==> src/rtl/rabg_pkg.sv <==
// shared types, codes and helpers for the rational arithmetic gcd unit
package rabg_pkg;

	// operand width used from each input field (low bits, sign-extended)
	localparam int OPERAND_BITS = 32;
	localparam int OP_W         = 32;
	localparam int PROD_W       = 2 * OP_W;

	// command codes
	localparam logic [2:0] CMD_ADD = 3'd0;
	localparam logic [2:0] CMD_SUB = 3'd1;
	localparam logic [2:0] CMD_MUL = 3'd2;
	localparam logic [2:0] CMD_DIV = 3'd3;
	localparam logic [2:0] CMD_RED = 3'd4;

	// status codes
	localparam logic [1:0] STATUS_OK   = 2'd0;
	localparam logic [1:0] STATUS_ZERO = 2'd1;
	localparam logic [1:0] STATUS_WRAP = 2'd2;

	typedef struct packed {
		logic [2:0]             cmd;
		logic signed [OP_W-1:0] a_num;
		logic signed [OP_W-1:0] a_den;
		logic signed [OP_W-1:0] b_num;
		logic signed [OP_W-1:0] b_den;
	} operands_t;

	typedef struct packed {
		logic signed [PROD_W-1:0] res_num;
		logic signed [PROD_W-1:0] res_den;
		logic [1:0]               status;
	} result_t;

	// keep the low OPERAND_BITS bits and sign-extend from the top one
	function automatic logic signed [OP_W-1:0] sext_op(input logic [OP_W-1:0] v);
		logic [OP_W-1:0] t;
		t = v << (OP_W - OPERAND_BITS);
		return $signed(t) >>> (OP_W - OPERAND_BITS);
	endfunction

endpackage

==> src/rtl/rabg_mul.sv <==
// registered signed operand multiplier shared by the product phase
module rabg_mul (
	input  logic                              clk,
	input  logic signed [rabg_pkg::OP_W-1:0]   x,
	input  logic signed [rabg_pkg::OP_W-1:0]   y,
	output logic signed [rabg_pkg::PROD_W-1:0] prod
);
	import rabg_pkg::*;

	logic signed [PROD_W-1:0] prod_q;

	// full product always fits, no wrap possible
	always_ff @(posedge clk) begin
		prod_q <= x * y;
	end

	assign prod = prod_q;

endmodule

==> config.mk <==
export PLATFORM = sky130hd
export DESIGN_NAME = rabg_mul
export DESIGN_NICKNAME = d
export VERILOG_FILES = /design/src/rtl/rabg_pkg.sv /design/src/rtl/rabg_mul.sv
export SDC_FILE = /design/constraint.sdc
export NUM_CORES = 2
export LEC_CHECK = 0
export BUFFER_PORTS_ARGS = -buffer_cell sky130_fd_sc_hd__buf_2
export CAP_MARGIN = 25
export CORE_MARGIN = 2
export CORE_UTILIZATION = 65
export DETAILED_ROUTE_END_ITERATION = 8
export PLACE_DENSITY_LB_ADDON = 0.3
export SLEW_MARGIN = 20
export SYNTH_ARGS = -nofsm -noshare
export SYNTH_HDL_FRONTEND = slang
export SYNTH_SLANG_ARGS = --single-unit
export TNS_END_PERCENT = 1
==> constraint.sdc <==
create_clock -name clk -period 9.4 [get_ports clk]
set_input_delay 1.41 -clock clk [delete_from_list [all_inputs] [get_ports clk]]
set_output_delay 1.41 -clock clk [all_outputs]
set_load 0.005 [all_outputs]
# After elaboration in Yosys (flattened, before gate mapping)
# Cells that the tools add are included.
[classes]
multipliers = 1
[op_table]
columns = ["op", "count"]
rows = [
  ["$mul A32 B32 Y64", 1],
]
[word_totals]
inputBits = 65
reg_bits = 64
word_cells = 2
out_inout_bits = 64

# Longest topological paths before layout
[depth]
depth_word = 1
depth_mapped = 28
ltp_nobuf = 27

# Worst setup path before layout
# No wires, ideal clock.
[synth_timing]
kind = "input to register"
start = "input y[2] (netlist bit)"
end = "register prod_q[62] (netlist: prod[62])"
setup_ns = 0.072
path_stages = 24
n_path_buf = 1
t_required_ns = 9.328
slack_ns = 0.729
t_arrival_ns = 8.599
path_cell_list = "clkbuf_1 > nand2_1 > inv_1 > fa_1 > fa_1 > fa_1 > fa_1 > inv_1 > fa_1 > inv_1 > fa_1 > inv_1 > fa_1 > inv_1 > fa_1 > ha_1 > and3_1 > nand2_1 > or3_1 > o22a_1 > o211ai_1 > a31oi_1 > o31ai_1 > xor2_1"
[synth_via]
elab_chain_len = 1
[synth_rtl]
columns = ["element", "line_no", "rtl"]
rows = [
  ["from (decl)", "rabg_mul.sv:5", "input logic signed [rabg_pkg::OP_W-1:0] y,"],
  ["$mul A32 B32 Y64", "rabg_mul.sv:14", "prod_q <= x * y;"],
  ["to (signal assigned)", "rabg_mul.sv:14", ""],
  ["to (decl)", "rabg_mul.sv:10", "logic signed [PROD_W-1:0] prod_q;"],
]
# No other way between the ends.

# Final worst setup path
[layout_timing]
start = "input y[9] (netlist bit)"
end = "register prod_q[60] (netlist: prod[60])"
# Same word-level chain as after synthesis.

==> summary.md <==
| Metric | Value |
|---|---|
| Status | `finished clean` |
| Sequential cell area | `1281 um^2` |
| Final hold viol count | `0` |
| Fin nets | `5262` |
| WP data required | `9.72 ns` |
| Top-count cell post-synth | `fa_1` |
| Period utilization | `0.9581` |
| Synth area leaders | `fa_1 (58%), inv_1 (9.6%), and2_1 (8.7%), ha_1 (6.2%), nand2_1 (5.2%)` |
| Area grow syn2layout | `5.416%` |
| Final Setup Violations | `0` |
| TritonCTS buffer count | `9` |
| Critical path arrival | `9.33 ns` |
| Top-area cell type share of the netlist area | `0.5816` |
| Minimum clock period | `9.006 ns` |
| Setup TNS | `0 ns` |
| Sequential-to-total area share from yosys stat | `0.03440` |
| Drt drc | `0` |
| Synth warn | `0` |
| Hold bufs inserted after CTS | `0` |
| CTS tree | `yes` |
| Slew Viols, Final | `0` |
| Maximum number of pins on one net before global-route repair | `33` |
| Core Rows | `87` |
| Routability cong. | `0.9458` |
| CTS clk-pin slew, worst paths | `0.06 ns` |
| DR vias/cell | `5.561` |
| EDFF count, synth | `0` |
| Max-Cap Viols | `0` |
| Top_reg_cell synth | `dfxtp_1` |
| DRT Pass-1 Iters | `6` |
| Top-Level Pins | `129` |
| I/O Buffers | `128` |
| Worst-Margin Slew | `1.023 ns` |
| Layout cells sized above 1 | `0.06987` |
| Distinct cells, synth | `63` |
| Avg Cell Area, Syn | `9.589 um^2` |
| Post-DR wirelength/cell | `19.93 um` |
| Remaining Overflow, GRT | `0` |
| Unrepaired setup endpoints after global routing | `false` |
| Number of H-tree levels | `3` |
| Crit path from | `y[9]` |
| Setup crit end | `prod[60]` |
| Slew headroom | `0.3182` |
| Critical path type | `input pin to flop` |
| Routed Antenna Nets | `0` |
| WL final | `93.61 mm` |
| Vias in the first global route | `29294` |
| Crit path launch type | `input pin` |
| Post-synth top cells | `fa_1 (1082), inv_1 (952), and2_1 (516)` |
| Max reg flops | `64` |
| GRT Overall Usage | `0.3443` |
| Die area | `59230 um^2` |
| Netlist Area Pre-Place | `37240 um^2` |
| Worst min path class | `input pin to flop` |
| Clock Sinks | `64` |
| Maximum clock frequency | `0.1110 GHz` |
| Global-route wire length before repair | `156.7 mm` |
| Vias | `26124` |
| CTS max path bufs | `2` |
| Initial antenna violation count | `12` |
| Core Area | `56500 um^2` |
| Root buffer cell | `clkbuf_16` |
| Initial DRC count | `1742` |
| HPWL after DPL | `80.59 mm` |
| Post-CTS Setup Repair Bufs | `0` |
| Die Y | `243.4 um` |
| Initial core utilization | `0.6592` |
| Filler cell count | `4247` |
| Hold slack | `1.499 ns` |
| Mapped Cells | `3884` |
| Multi-input gate area in the final layout | `31630 um^2` |
| Yosys top cell by area | `fa_1` |
| Asr flop ratio synth | `0` |
| Die Wd | `243.4 um` |
| Worst-path maximum fanout | `24` |
| Number of synthesized register bits | `64` |
| Worst Setup End Kind | `flop` |
| Synthesized Nets | `5215` |
metal layers:
layer | wire [um] | global-route usage | share of wire
met1 | 35130 | 0.4433 | 0.38
met2 | 45900 | 0.5654 | 0.49
met3 | 7013 | 0.05926 | 0.075
met4 | 5501 | 0.1792 | 0.059
met5 | 58 | 0 | 0.00062
worst max-delay path: stages:
cell	delay [ns]
buf_2	0.43
buf_4	0.28
nand2_1	0.10
fa_1	0.51
fa_1	0.54
fa_1	0.48
fa_1	0.55
inv_1	0.05
fa_1	0.62
fa_1	0.45
fa_1	0.49
inv_1	0.05
fa_1	0.47
inv_1	0.04
ha_1	0.38
a21oi_1	0.24
o21ai_0	0.23
a21oi_1	0.26
o221a_2	0.33
o22a_1	0.15
o211ai_1	0.21
buf_4	0.23
a2111oi_1	0.36
o21bai_1	0.13
a21oi_1	0.18
xnor2_1	0.13
worst min-delay path by stage:
stage | start | to | cells after the start
6_report | x[0] | prod[0] | 2
3_3_place_gp | prod[24] | prod[24] | 1
3_5_place_dp | prod[14] | prod[14] | 1
5_1_grt | x[0] | prod[0] | 2
4_1_cts | x[0] | prod[0] | 2
2_1_floorplan | y[0] | prod[0] | 1
cell usage in the layout, fill, tap and decap left out, drive strengths merged, types with 7 or more instances in the layout:
cell,count
nand4,7
clkbuf,11
dfxtp,64
nor2,42
o21bai,15
o21ai,31
a21oi,68
o31ai,7
xnor2,53
ha,184
nand3,15
a211oi,8
nand2b,9
fa,1082
inv,953
buf,235
nor3,7
nand2,511
and3,9
xor2,22
a31oi,13
and2,516
a21o,25
cells by family after synthesis:
kind of cell / after synthesis / synth area share
adders and majority gates: 1266 / 0.6434
buffers and inverters: 1152 / 0.1162
xor gates and xnor gates: 75 / 0.01764
DFF: 64 / 0.03440
AOI/OAI and AO/OA: 193 / 0.03464
and+or+nand+nor: 1134 / 0.1537
area by class of cell:
cell class | instances | share of cell area
Multi-Input combinational cell | 2668 | 0.8057
Sequential cell | 64 | 0.03264
Clock inverter | 6 | 0.001721
Tap cell | 756 | 0.02409
Inverter | 952 | 0.09102
Clock buffer | 10 | 0.006087
Timing Repair Buffer | 236 | 0.03831
Antenna cell | 6 | 0.0003824
repair_timing:
action / in CTS / in global routing
endpoints found under the setup margin: 0 / 1
gates resized for setup: 0 / 1
hold endpoints to repair: 0 / 0
stage by stage:
step           instance area, um^2  std cells  worst slack [ns]  utilization
6_report                     39260       4698            0.3936       0.6949
5_1_grt                      39250       4695           0.02455       0.6948
4_1_cts                      39240       4692            0.3977       0.6946
3_5_place_dp                 38930       4676           0.04070       0.6892
3_3_place_gp                 38930       4676            0.1694       0.6892
2_1_floorplan                37240       3884            0.7292            -
Power is not shown: default switching activity piles up to over one toggle a cycle in this logic, so the estimate is an artifact.
